==> config.mk <==
export PLATFORM = sky130hd
export DESIGN_NAME = stereo_rms_peak_meter
export DESIGN_NICKNAME = d
export VERILOG_FILES = /design/src/hdl/srpm_pkg.sv /design/src/hdl/srpm_front.sv /design/src/hdl/srpm_queue.sv /design/src/hdl/srpm_back.sv /design/src/hdl/stereo_rms_peak_meter.sv
export SDC_FILE = /design/constraint.sdc
export NUM_CORES = 2
export LEC_CHECK = 0
export BUFFER_PORTS_ARGS = -buffer_cell sky130_fd_sc_hd__buf_2
export CAP_MARGIN = 40
export CORE_ASPECT_RATIO = 0.7
export CORE_MARGIN = 2
export CORE_UTILIZATION = 42
export CTS_CLUSTER_SIZE = 28
export DETAILED_ROUTE_END_ITERATION = 8
export MAX_ROUTING_LAYER = met4
export SYNTH_ARGS = -nofsm -noshare
export SYNTH_HDL_FRONTEND = slang
export SYNTH_SLANG_ARGS = --single-unit
==> constraint.sdc <==
create_clock -name clk -period 10.97 [get_ports clk]
set_input_delay 0.5485 -clock clk [delete_from_list [all_inputs] [get_ports clk]]
set_output_delay 0.5485 -clock clk [all_outputs]
set_load 0.01 [all_outputs]
==> src/hdl/srpm_pkg.sv <==
// ----------------------------------------------------------------------------
// Meter package
// Types, command codes and constants shared by the meter modules.
// ----------------------------------------------------------------------------
`default_nettype none
package srpm_pkg;
  localparam int MaxBlock  = 4096;
  localparam int BlkW      = $clog2(MaxBlock + 1);
  localparam int CntW      = BlkW;
  localparam int SumW      = 32 + BlkW;
  localparam int LvlW      = 17;
  localparam int QDepth    = 2;
  localparam logic [15:0] LevelDecay = 16'd52429;
  localparam logic [15:0] PeakDecay  = 16'd62259;
  localparam logic [LvlW-1:0] FullScale = 17'd65536;

  typedef enum logic [1:0] {
    CMD_SAMPLE = 2'd0,
    CMD_TICK   = 2'd1,
    CMD_CLEAR  = 2'd2,
    CMD_NONE   = 2'd3
  } cmd_e;

  typedef struct packed {
    logic [1:0]  cmd;
    logic signed [15:0] sample;
    logic        last_of_block;
  } in_item_t;

  typedef struct packed {
    logic [LvlW-1:0] level_left;
    logic [LvlW-1:0] level_right;
    logic [LvlW-1:0] peak_left;
    logic [LvlW-1:0] peak_right;
  } out_item_t;

  // work handed from front to back
  typedef struct packed {
    cmd_e            op;
    logic [SumW-1:0] sum_l;
    logic [SumW-1:0] sum_r;
    logic [CntW-1:0] cnt_l;
    logic [CntW-1:0] cnt_r;
  } job_t;

  typedef enum logic [2:0] {
    BK_IDLE, BK_DIV, BK_SQRT, BK_MUL, BK_OUT
  } back_state_e;
endpackage
`default_nettype wire

==> src/hdl/srpm_front.sv <==
// ----------------------------------------------------------------------------
// Meter front end
// Accumulates squares and counts per channel; forms jobs for the back end.
// ----------------------------------------------------------------------------
`default_nettype none
module srpm_front (
  input  wire                 clk,
  input  wire                 rst,
  input  wire                 stereo_mode,
  input  wire                 in_valid,
  output logic                in_ready,
  input  srpm_pkg::in_item_t  in_data,
  output logic                job_valid,
  input  wire                 job_ready,
  output srpm_pkg::job_t      job
);
  import srpm_pkg::*;

  logic [SumW-1:0] sum_l, sum_r;
  logic [CntW-1:0] cnt_l, cnt_r;
  logic [BlkW-1:0] taken;
  logic            parity;
  logic [15:0]     mag;
  logic [31:0]     sq;
  logic            acc, take, want_job;
  logic [SumW-1:0] sum_l_next, sum_r_next;
  logic [CntW-1:0] cnt_l_next, cnt_r_next;
  logic            to_l, to_r;

  assign mag = in_data.sample[15] ? 16'(-in_data.sample) : in_data.sample;
  assign sq  = mag * mag;

  assign want_job = (in_data.cmd == CMD_TICK) || (in_data.cmd == CMD_CLEAR) ||
                    ((in_data.cmd == CMD_SAMPLE) && in_data.last_of_block);
  assign in_ready = !want_job || job_ready;
  assign take     = in_valid && in_ready;
  assign acc      = take && (in_data.cmd == CMD_SAMPLE) &&
                    (taken < BlkW'(MaxBlock));
  assign to_l     = !stereo_mode || !parity;
  assign to_r     = !stereo_mode || parity;

  always_comb begin
    sum_l_next = sum_l;
    sum_r_next = sum_r;
    cnt_l_next = cnt_l;
    cnt_r_next = cnt_r;
    if (acc && to_l) begin
      sum_l_next = sum_l + SumW'(sq);
      cnt_l_next = cnt_l + 1'b1;
    end
    if (acc && to_r) begin
      sum_r_next = sum_r + SumW'(sq);
      cnt_r_next = cnt_r + 1'b1;
    end
  end

  assign job_valid = in_valid && want_job;
  always_comb begin
    job.op    = cmd_e'(in_data.cmd);
    job.sum_l = sum_l_next;
    job.sum_r = sum_r_next;
    job.cnt_l = cnt_l_next;
    job.cnt_r = cnt_r_next;
  end

  always_ff @(posedge clk) begin
    if (rst) begin
      sum_l <= '0; sum_r <= '0; cnt_l <= '0; cnt_r <= '0;
      taken <= '0; parity <= 1'b0;
    end else if (take && in_data.cmd == CMD_SAMPLE) begin
      if (in_data.last_of_block) begin
        sum_l <= '0; sum_r <= '0; cnt_l <= '0; cnt_r <= '0;
        taken <= '0; parity <= 1'b0;
      end else begin
        sum_l <= sum_l_next; sum_r <= sum_r_next;
        cnt_l <= cnt_l_next; cnt_r <= cnt_r_next;
        if (acc) begin
          taken <= taken + 1'b1;
          if (stereo_mode) parity <= !parity;
        end
      end
    end
  end
endmodule
`default_nettype wire

==> src/hdl/srpm_queue.sv <==
// ----------------------------------------------------------------------------
// Meter job queue
// Short FIFO between front and back ends.
// ----------------------------------------------------------------------------
`default_nettype none
module srpm_queue (
  input  wire              clk,
  input  wire              rst,
  input  wire              wr_valid,
  output logic             wr_ready,
  input  srpm_pkg::job_t   wr_data,
  output logic             rd_valid,
  input  wire              rd_ready,
  output srpm_pkg::job_t   rd_data
);
  import srpm_pkg::*;
  localparam int PtrW = $clog2(QDepth);

  job_t            mem [QDepth];
  logic [PtrW-1:0] wp, rp;
  logic [PtrW:0]   fill;
  logic            wr, rd;

  assign wr_ready = fill != (PtrW+1)'(QDepth);
  assign rd_valid = fill != '0;
  assign rd_data  = mem[rp];
  assign wr = wr_valid && wr_ready;
  assign rd = rd_valid && rd_ready;

  always_ff @(posedge clk) begin
    if (wr) mem[wp] <= wr_data;
  end

  always_ff @(posedge clk) begin
    if (rst) begin
      wp <= '0; rp <= '0; fill <= '0;
    end else begin
      if (wr) wp <= (wp == PtrW'(QDepth-1)) ? '0 : wp + 1'b1;
      if (rd) rp <= (rp == PtrW'(QDepth-1)) ? '0 : rp + 1'b1;
      fill <= fill + (PtrW+1)'(wr) - (PtrW+1)'(rd);
    end
  end
endmodule
`default_nettype wire

==> src/hdl/srpm_back.sv <==
// ----------------------------------------------------------------------------
// Meter back end
// Divides, takes square roots, updates held levels and peaks, drives output.
// ----------------------------------------------------------------------------
`default_nettype none
module srpm_back (
  input  wire                clk,
  input  wire                rst,
  input  wire                job_valid,
  output logic               job_ready,
  input  srpm_pkg::job_t     job,
  output logic               out_valid,
  input  wire                out_ready,
  output srpm_pkg::out_item_t out_data
);
  import srpm_pkg::*;
  localparam int StepW = $clog2(SumW + 1);

  back_state_e state, state_next;
  logic [LvlW-1:0] lvl_l, lvl_r, pk_l, pk_r;
  // restoring divider, both channels side by side
  logic [SumW-1:0] q_l, q_r;
  logic [CntW:0]   rm_l, rm_r;
  logic [CntW-1:0] d_l, d_r;
  logic [StepW-1:0] step;
  // bit-pair square root
  logic [SumW-1:0] v_l, v_r, rs_l, rs_r, bit_v;
  logic [SumW-1:0] rb_l, rb_r;
  logic            ge_l, ge_r;
  logic [CntW:0]   tr_l, tr_r;
  logic [SumW+2:0] l6_l, l6_r;
  logic [LvlW-1:0] nl_l, nl_r;
  logic [LvlW+15:0] dl_l, dl_r, dp_l, dp_r;

  assign tr_l = {rm_l[CntW-1:0], q_l[SumW-1]};
  assign tr_r = {rm_r[CntW-1:0], q_r[SumW-1]};
  assign rb_l = rs_l + bit_v;
  assign rb_r = rs_r + bit_v;
  assign ge_l = v_l >= rb_l;
  assign ge_r = v_r >= rb_r;
  assign l6_l = (SumW+3)'(rs_l) * 3'd6;
  assign l6_r = (SumW+3)'(rs_r) * 3'd6;
  assign nl_l = (d_l == '0) ? '0 :
                (l6_l > (SumW+3)'(FullScale)) ? FullScale : LvlW'(l6_l);
  assign nl_r = (d_r == '0) ? '0 :
                (l6_r > (SumW+3)'(FullScale)) ? FullScale : LvlW'(l6_r);
  assign dl_l = lvl_l * LevelDecay;
  assign dl_r = lvl_r * LevelDecay;
  assign dp_l = pk_l * PeakDecay;
  assign dp_r = pk_r * PeakDecay;

  assign job_ready = state == BK_IDLE;
  assign out_valid = state == BK_OUT;
  assign out_data  = '{level_left: lvl_l, level_right: lvl_r,
                       peak_left: pk_l, peak_right: pk_r};

  always_ff @(posedge clk) begin
    if (rst) state <= BK_IDLE;
    else     state <= state_next;
  end

  always_comb begin
    state_next = state;
    case (state)
      BK_IDLE: begin
        if (job_valid) begin
          if (job.op == CMD_SAMPLE) state_next = BK_DIV;
          else                      state_next = BK_OUT;
        end
      end
      BK_DIV:  if (step == StepW'(SumW - 1)) state_next = BK_SQRT;
      // leave after the step on the lowest bit pair
      BK_SQRT: if (bit_v == SumW'(1)) state_next = BK_MUL;
      BK_MUL:  state_next = BK_OUT;
      BK_OUT:  if (out_ready) state_next = BK_IDLE;
      default: state_next = BK_IDLE;
    endcase
  end

  always_ff @(posedge clk) begin
    if (rst) begin
      lvl_l <= '0; lvl_r <= '0; pk_l <= '0; pk_r <= '0;
    end else begin
      case (state)
        BK_IDLE: begin
          if (job_valid) begin
            if (job.op == CMD_TICK) begin
              lvl_l <= LvlW'(dl_l >> 16); lvl_r <= LvlW'(dl_r >> 16);
              pk_l  <= LvlW'(dp_l >> 16); pk_r  <= LvlW'(dp_r >> 16);
            end else if (job.op == CMD_CLEAR) begin
              lvl_l <= '0; lvl_r <= '0; pk_l <= '0; pk_r <= '0;
            end
          end
        end
        BK_MUL: begin
          lvl_l <= nl_l; lvl_r <= nl_r;
          pk_l  <= (nl_l > pk_l) ? nl_l : LvlW'(dp_l >> 16);
          pk_r  <= (nl_r > pk_r) ? nl_r : LvlW'(dp_r >> 16);
        end
        default: ;
      endcase
    end
  end

  // datapath registers, no reset needed
  always_ff @(posedge clk) begin
    case (state)
      BK_IDLE: begin
        q_l <= job.sum_l; q_r <= job.sum_r;
        d_l <= job.cnt_l; d_r <= job.cnt_r;
        rm_l <= '0; rm_r <= '0; step <= '0;
      end
      BK_DIV: begin
        // shift one quotient bit in per cycle
        if (tr_l >= {1'b0, d_l}) begin
          rm_l <= tr_l - {1'b0, d_l}; q_l <= {q_l[SumW-2:0], 1'b1};
        end else begin
          rm_l <= tr_l; q_l <= {q_l[SumW-2:0], 1'b0};
        end
        if (tr_r >= {1'b0, d_r}) begin
          rm_r <= tr_r - {1'b0, d_r}; q_r <= {q_r[SumW-2:0], 1'b1};
        end else begin
          rm_r <= tr_r; q_r <= {q_r[SumW-2:0], 1'b0};
        end
        step <= step + 1'b1;
        if (step == StepW'(SumW - 1)) begin
          v_l <= (d_l == '0) ? '0 : ((tr_l >= {1'b0, d_l}) ?
                 {q_l[SumW-2:0], 1'b1} : {q_l[SumW-2:0], 1'b0});
          v_r <= (d_r == '0) ? '0 : ((tr_r >= {1'b0, d_r}) ?
                 {q_r[SumW-2:0], 1'b1} : {q_r[SumW-2:0], 1'b0});
          rs_l <= '0; rs_r <= '0;
          bit_v <= SumW'(1) << (2 * ((SumW - 1) / 2));
        end
      end
      BK_SQRT: begin
        if (ge_l) begin
          v_l <= v_l - rb_l; rs_l <= (rs_l >> 1) + bit_v;
        end else rs_l <= rs_l >> 1;
        if (ge_r) begin
          v_r <= v_r - rb_r; rs_r <= (rs_r >> 1) + bit_v;
        end else rs_r <= rs_r >> 1;
        bit_v <= bit_v >> 2;
      end
      default: ;
    endcase
  end
endmodule
`default_nettype wire

==> src/hdl/stereo_rms_peak_meter.sv <==
// ----------------------------------------------------------------------------
// Stereo RMS level meter with peak hold
// Top level: configuration port, front end, job queue and back end.
// ----------------------------------------------------------------------------
// Usage:
//   in_*  : commands (sample, tick, clear) with valid/ready.
//   out_* : one result per tick, clear, or sample marked last_of_block.
//   APB   : register 0 at address 0, bit 0 = stereo_mode (reset 1).
// Samples that do not end a block are taken one per cycle and give no
// result. Tick and clear go through the queue and then straight to the
// back end's output state. A block end runs a one-bit-per-cycle divider
// and then a two-bit-per-cycle square root before its result; the back
// end handles one job at a time, and a 2-entry queue lets the front keep
// taking samples meanwhile. Cmd 3 is dropped with no result.
// Reset clears accumulators, held values and the queue. When out_ready
// is low the result holds; the back end and then the queue fill and the
// input stalls only on a job that cannot be queued.
// ----------------------------------------------------------------------------
`default_nettype none
module stereo_rms_peak_meter (
  input  wire                  clk,
  input  wire                  rst,
  input  wire                  in_valid,
  output logic                 in_ready,
  input  srpm_pkg::in_item_t   in_data,
  output logic                 out_valid,
  input  wire                  out_ready,
  output srpm_pkg::out_item_t  out_data,
  input  wire                  psel,
  input  wire                  penable,
  input  wire                  pwrite,
  input  wire [1:0]            paddr,
  input  wire [31:0]           pwdata,
  output logic [31:0]          prdata,
  output logic                 pready
);
  import srpm_pkg::*;

  logic stereo_mode;
  logic fj_valid, fj_ready, bj_valid, bj_ready;
  job_t fj, bj;

  assign pready = 1'b1;
  assign prdata = (paddr == 2'd0) ? {31'd0, stereo_mode} : 32'd0;

  always_ff @(posedge clk) begin
    if (rst) stereo_mode <= 1'b1;
    else if (psel && penable && pwrite && paddr == 2'd0) stereo_mode <= pwdata[0];
  end

  srpm_front u_front (
    .clk, .rst, .stereo_mode, .in_valid, .in_ready, .in_data,
    .job_valid(fj_valid), .job_ready(fj_ready), .job(fj)
  );

  srpm_queue u_queue (
    .clk, .rst, .wr_valid(fj_valid), .wr_ready(fj_ready), .wr_data(fj),
    .rd_valid(bj_valid), .rd_ready(bj_ready), .rd_data(bj)
  );

  srpm_back u_back (
    .clk, .rst, .job_valid(bj_valid), .job_ready(bj_ready), .job(bj),
    .out_valid, .out_ready, .out_data
  );
endmodule
`default_nettype wire

== Word-level counts from Yosys, hierarchy flattened ==
Memories as Yosys holds them, arrays and structs flattened. A register that Yosys moved wholly into a read port is not among the register bits.
Index checks and enable logic that the tools add are counted.
Storage, ports and cells
  bits in registers: 579
  bits in writable memories: 236
  input port bits: 60
  output and inout bits: 103
  memories: 1
Memory list
  u_queue.mem: words 2, width 118, read ports 1, clocked after Yosys merged registers in 1, write ports 1, RTL line srpm_queue.sv:19  | job_t mem [QDepth];
Operators by class
  $add $sub $neg: 19
  multiply operators: 7
  order comparisons: 9
  eq/ne operators: 18
  muxes and demuxes: 70
  reduce and logical (&&, ||, !) cells: 39
Operators by type and width (number)
  45-bit 2-to-1 mux: 14
  45-bit case mux with 2 select lines: 7
  17-bit 2-to-1 mux: 15
  17-bit case mux with 2 select lines: 4
  17-bit by 16-bit multiplier with 33-bit output (second input constant): 4
  13-bit 2-to-1 mux: 8
  48-bit by 17-bit > comparator with 1-bit output (second input constant): 2
  45-bit by 2-bit multiplier with 47-bit output (second input constant): 2
  44-bit by 45-bit adder with 45-bit output: 2
  45-bit by 32-bit adder with 45-bit output: 2
  45-bit adder: 2
  45-bit >= comparator: 2
  45-bit subtractor: 2
  13-bit case mux with 2 select lines: 2
  45-bit by 1-bit equality test with 1-bit output (second input constant): 1
  13-bit by 1-bit adder with 13-bit output (second input constant): 3
  17-bit > comparator: 2
  16-bit by 16-bit multiplier with 32-bit output: 1
  14-bit by 13-bit >= comparator with 1-bit output: 2
  13-bit logical NOT: 2
  13-bit subtractor: 2
  16-bit 2-to-1 mux: 1
  16-bit negation: 1
  3-bit 2-to-1 mux: 5
  other kinds (26): 74

== Longest topological paths before layout ==
  depth after elaboration: 11
  mapped depth: 44

== Cells and area by module ==
A second synthesis with hierarchy kept.
Second synthesis, totals
  cells, all modules: 8595
  area total of the unflattened synthesis: 80748.7 sq um
Modules (own cells, without submodules)
  srpm_back: instances 1, cells each 5978, area an instance 54237.0 sq um, sequential area each 11961.5 sq um
  srpm_front: instances 1, cells each 2184, area an instance 17397.9 sq um, sequential area each 2602.5 sq um
  srpm_queue: instances 1, cells each 392, area an instance 8811.0 sq um, sequential area each 7186.9 sq um
  stereo_rms_peak_meter: instances 1, cells each 41, area an instance 302.8 sq um, sequential area each 20.0 sq um

== Worst setup path before layout ==
OpenSTA, ideal clock, no wires.
  kind: in2reg
  start point: input port in_data[1] (netlist name)
  end point: register u_front.sum_l[44]
  arrival: 10.953 ns
  setup slack: -0.045 ns
  stages on the path: 41
  cells stage by stage: clkinv_1 > clkbuf_1 > ha_1 > nand2_1 > or3_1 > o31a_1 > or2_2 > o41ai_1 > xor2_1 > clkbuf_1 > nor2_1 > fa_1 > inv_1 > fa_1 > inv_1 > fa_1 > fa_1 > fa_1 > [... 5 more ...] > nor3b_1 > o211ai_1 > a31o_2 > o21a_1 > o41ai_1 > a211oi_1 > or3b_2 > xor2_1 > ha_1 > a21o_1 > a21o_1 > nand2_1 > o21ai_0 > o31ai_1 > nor2b_1 > nor3_1 > or4b_2 > nand3_1
On the way
  word-level cells in the longest chain between the ends: 6
Ends and longest elaborated chain
  from (decl): RTL line stereo_rms_peak_meter.sv:25  | input srpm_pkg::in_item_t in_data,
  16-bit negation: RTL line srpm_front.sv:30  | assign mag = in_data.sample[15] ? 16'(-in_data.sample) : in_data.sample;
  16-bit 2-to-1 mux *: RTL line srpm_front.sv:30
  16-bit by 16-bit multiplier with 32-bit output *: RTL line srpm_front.sv:31  | assign sq = mag * mag;
  45-bit by 32-bit adder with 45-bit output *: RTL line srpm_front.sv:48  | sum_l_next = sum_l + SumW'(sq);
  45-bit 2-to-1 mux *: RTL line srpm_front.sv:47  | if (acc && to_l) begin
  45-bit 2-to-1 mux *: RTL line srpm_front.sv:71  | if (in_data.last_of_block) begin
  to (signal assigned): RTL line srpm_front.sv:75  | sum_l <= sum_l_next; sum_r <= sum_r_next;
  to (decl): RTL line srpm_front.sv:19  | logic [SumW-1:0] sum_l, sum_r;
Every way passes the cells marked *; elsewhere a longest branch is shown, timed or not.
A chain may end at the register's enable or synchronous reset.

== Worst setup path in the final report ==
  start point: input port in_data[2] (netlist name)
  end point: register u_front.sum_l[39]
Same word-level chain as after synthesis.

==> results.ini <==
[die]
fp.dieH_um = 370
placement_rows = 134
initial_standard_cell_utilization_of_the_core_pct = 42.2
top_level_ports = 163
design.die.area_um2 = 195000
horizontal_extent_of_the_die_um = 527
placeable_core_region_um2 = 190000

[logic_synthesis]
synthesis.instances = 8579
post_synth.cell_area_avg_um2 = 9.37
post_synth_fa_ha_maj_area_fraction_pct = 30.0
post_synth_mux_area_share_pct = 1.95
synthDominantCellAreaShare_pct = 21.9
synth-compound-area-share_pct = 16.1
synth_top_area_cell = sky130_fd_sc_hd__edfxtp_1
synth-edff-count = 587
ys_async_sr_fraction_pct = 0
synth_xor_area_share_pct = 5.73
combinational_family_with_the_most_area_after_synthesis = adder cells
synth_flop_cell = sky130_fd_sc_hd__edfxtp_1
synth.yosys.warnings = 0
netlist_top_cells_count = sky130_fd_sc_hd__ha_1, sky130_fd_sc_hd__inv_1, sky130_fd_sc_hd__nand2_1, sky130_fd_sc_hd__nor2_1, sky130_fd_sc_hd__edfxtp_1
seq_area_frac_synth_pct = 27.1
synth.distinct_cells = 97
synth_simple_gate_area_share_pct = 12.9
synth_area_leaders = sky130_fd_sc_hd__edfxtp_1, sky130_fd_sc_hd__ha_1, sky130_fd_sc_hd__fa_1
synth.ff_latch_count = 794
synth.most_common_cell = sky130_fd_sc_hd__ha_1
syn-cell-area_um2 = 80400

[global_route]
track_usage_pct = 24.1
antenna_found_initial = 13
use_met3_pct = 3.86
gr-total-overflow = 0
grt_max_degree = 100
gr-usage-met1_pct = 36.4
met2_usage_grt_pct = 33.9
grt_pass1_vias = 62100
grt_pass1_wl_mm = 360
global_route.peak_usage_layer = met1

[routing]
num_vias = 63500
drt_drc_violations_left = 0
wire_per_inst_um = 20.4
first_pass_iters = 5
routed_wl_mm = 230
drtIter0Drc = 5648
drt-vias-per-instance = 5.63
antenna_left = 0

[power_and_ir_drop]
power.share.clock_pct = 12.0
power.static_leakage_uw = 0.0400
switching_share_pct = 49.7
power_frac_seq_pct = 17.1
peakVddDrop_v = 0.000681
power.net_switching_uw = 12600
power_density_nw_per_um2 = 290
p_int_uw = 12700
power.combinational.fraction_pct = 70.9

[critical_path]
critical_path_arrival_ps = 10990
cp.required_ps = 11610
path_common_cell = sky130_fd_sc_hd__fa_1
worstPathMaxFanout = 5
r2r_start = u_back.rs_r[1]
worstSetupEndpointType = flop
slowest_delay_ps = 560
critical_path_class = input pin to flop
crit_path_launch = in_data[2]
cp_slowest_cell = sky130_fd_sc_hd__fa_1
setup.worst_path.start_class = input pin

[cells_and_area]
fin_nets = 10300
post-route-util_pct = 45.9
cell_area_after_layout_um2 = 87400
finish.cell_count_without_fillers = 11300
synthToLayoutAreaGrowth_pct = 8.75
n_fill_cell = 18200
final_layout_size_suffix_gt1_share_pct = 6.24

[timing]
max-slew-margin-rel_pct = 26.7
final-hold-violation-count = 0
report.final.slew_viol_count = 0
final_total_negative_setup_slack_ps = 0
final_ws_setup_ps = 614
fin_crit_sh_pct = 94.4
final.min_clock_period_ps = 10360
clock.fmax_ghz = 0.0966
grt_setup_unrepaired = no
fin_skew_ps = 32.0
tightest_slew_ps = 1070
finalSetupViolCount = 0

[cts]
cts_max_path_buffers = 3
hold_buffers = 0
clock_insertion_delay_worst_skew_ps = 710
cts_repair_resize_count = 0
cts.sink_count = 794
cts.htree.levels = 3
cts.clk_slew.worst_paths_ps = 70
cts_tree = done
root_buffer = sky130_fd_sc_hd__clkbuf_16
post_cts_buffers = 0
cts_buffers = 84

[place]
port-buffer-count = 99
pre_cts_ws_ps = 31.5
detailed_place_hpwl_mm = 184
globalplace.congestion = 0.940
dpl.cell_count = 11100
dpl-instance-area_um2 = 84500

[hold_path]
min_path_type = input pin to flop
hold_path_startpoint = pwdata[0]

[run_status]
outcome = finished, final reports clean

[run]
max-cap-violations = 0

-- kinds of logic (layout without fill, tap and decap cells) --
family | after synthesis | after routing
simple gates | 2208 | 2208
flops | 794 | 794
other cells | 2 | 49
fa+ha+maj | 1594 | 1594
compound gates | 1993 | 1993
buf+inv | 1310 | 1440
xor+xnor | 526 | 526
mux | 152 | 152
-- sequential cells by signal, indices dropped and copies added, names as in the netlist, 2 cells and up, named ones only --
name,cells
u_back.d_l,13
u_front.taken,13
u_back.pk_r,17
u_back.state,3
u_back.rm_r,13
u_front.cnt_r,13
u_queue.mem,236
u_back.d_r,13
u_back.rs_l,45
u_back.rs_r,45
u_back.q_l,45
u_back.step,6
u_front.sum_r,45
u_queue.fill,2
u_back.bit_v,23
u_back.pk_l,17
u_front.sum_l,45
u_back.rm_l,13
u_back.v_l,45
u_back.q_r,45
u_back.v_r,45
u_front.cnt_l,13
u_back.lvl_l,17
u_back.lvl_r,17
-- final timing paths --
| kind | endpoint | slack (ps) | depth (start not counted) |
|---|---|---|---|
| max | u_front.sum_l[39] | 610 | 42 |
| min | stereo_mode | 70 | 3 |
| max reg2reg | u_back.pk_r[1] | 2970 | 26 |
| min reg2reg | u_front.sum_r[44] | 490 | 2 |
-- power by group through the flow --
stage | Sequential (uW) | Clock (uW) | Combinational [uW]
after floorplan | 4260 | 0 | 12700
after global placement | 4390 | 0 | 17300
after detailed placement | 4390 | 0 | 17600
after CTS | 4330 | 3110 | 17800
after global routing | 4390 | 3210 | 19900
final | 4330 | 3040 | 17900
-- metrics by stage --
| stage | hold WS (ps) | total power (uW) |
|---|---|---|
| after global routing | 41.1 | 27500 |
| after CTS | 12.0 | 25200 |
| after detailed placement | 493 | 22000 |
| after global placement | 482 | 21700 |
| final | 70.5 | 25300 |
| after floorplan | 463 | 16900 |
-- cells in the final DEF (no fill, tap or decap), types with 62 or more instances in the layout --
master and count:
sky130_fd_sc_hd__ha_1 1039, sky130_fd_sc_hd__inv_1 1005, sky130_fd_sc_hd__nand2_1 716, sky130_fd_sc_hd__nor2_1 636
sky130_fd_sc_hd__edfxtp_1 587, sky130_fd_sc_hd__fa_1 555, sky130_fd_sc_hd__o21ai_0 527, sky130_fd_sc_hd__a21oi_1 417
sky130_fd_sc_hd__xnor2_1 279, sky130_fd_sc_hd__xor2_1 247, sky130_fd_sc_hd__dfxtp_1 206, sky130_fd_sc_hd__a21o_1 189
sky130_fd_sc_hd__buf_4 150, sky130_fd_sc_hd__nand3_1 145, sky130_fd_sc_hd__mux2i_1 116, sky130_fd_sc_hd__nor3_1 109
sky130_fd_sc_hd__a31oi_1 106, sky130_fd_sc_hd__buf_2 105, sky130_fd_sc_hd__and3_1 101, sky130_fd_sc_hd__a22oi_1 100
sky130_fd_sc_hd__a211oi_1 96, sky130_fd_sc_hd__nand4_1 92, sky130_fd_sc_hd__clkbuf_16 86, sky130_fd_sc_hd__nor2b_1 80
sky130_fd_sc_hd__o21a_1 77, sky130_fd_sc_hd__or3_1 67, sky130_fd_sc_hd__o21bai_1 62
-- layer usage --
layer  up-vias  wire length, um
li1      30400                -
met1     31100           116000
met2      1741            94200
met4         0             3320
met5         -                0
met3       197            16200
-- final cells by class --
type,instances,area (um2),area share (%)
Sequential cell,794,21800,24.9
Tap cell,2516,3150,3.60
Clock inverter,54,619,0.709
Antenna cell,6,15.0,0.0172
Clock buffer,104,2290,2.62
Timing Repair Buffer,267,1920,2.19
Inverter,1015,3820,4.37
Multi-Input combinational cell,6516,53800,61.6
-- worst max-delay path: cells and delay by family --
kind	cells	cell delay, ps
adders and majority gates	9	3940
and+or+nand+nor	11	2640
AOI/OAI and AO/OA	11	2590
buffers and inverters	9	900
xor gates and xnor gates	2	370
Power figures use the tool's default switching activity.
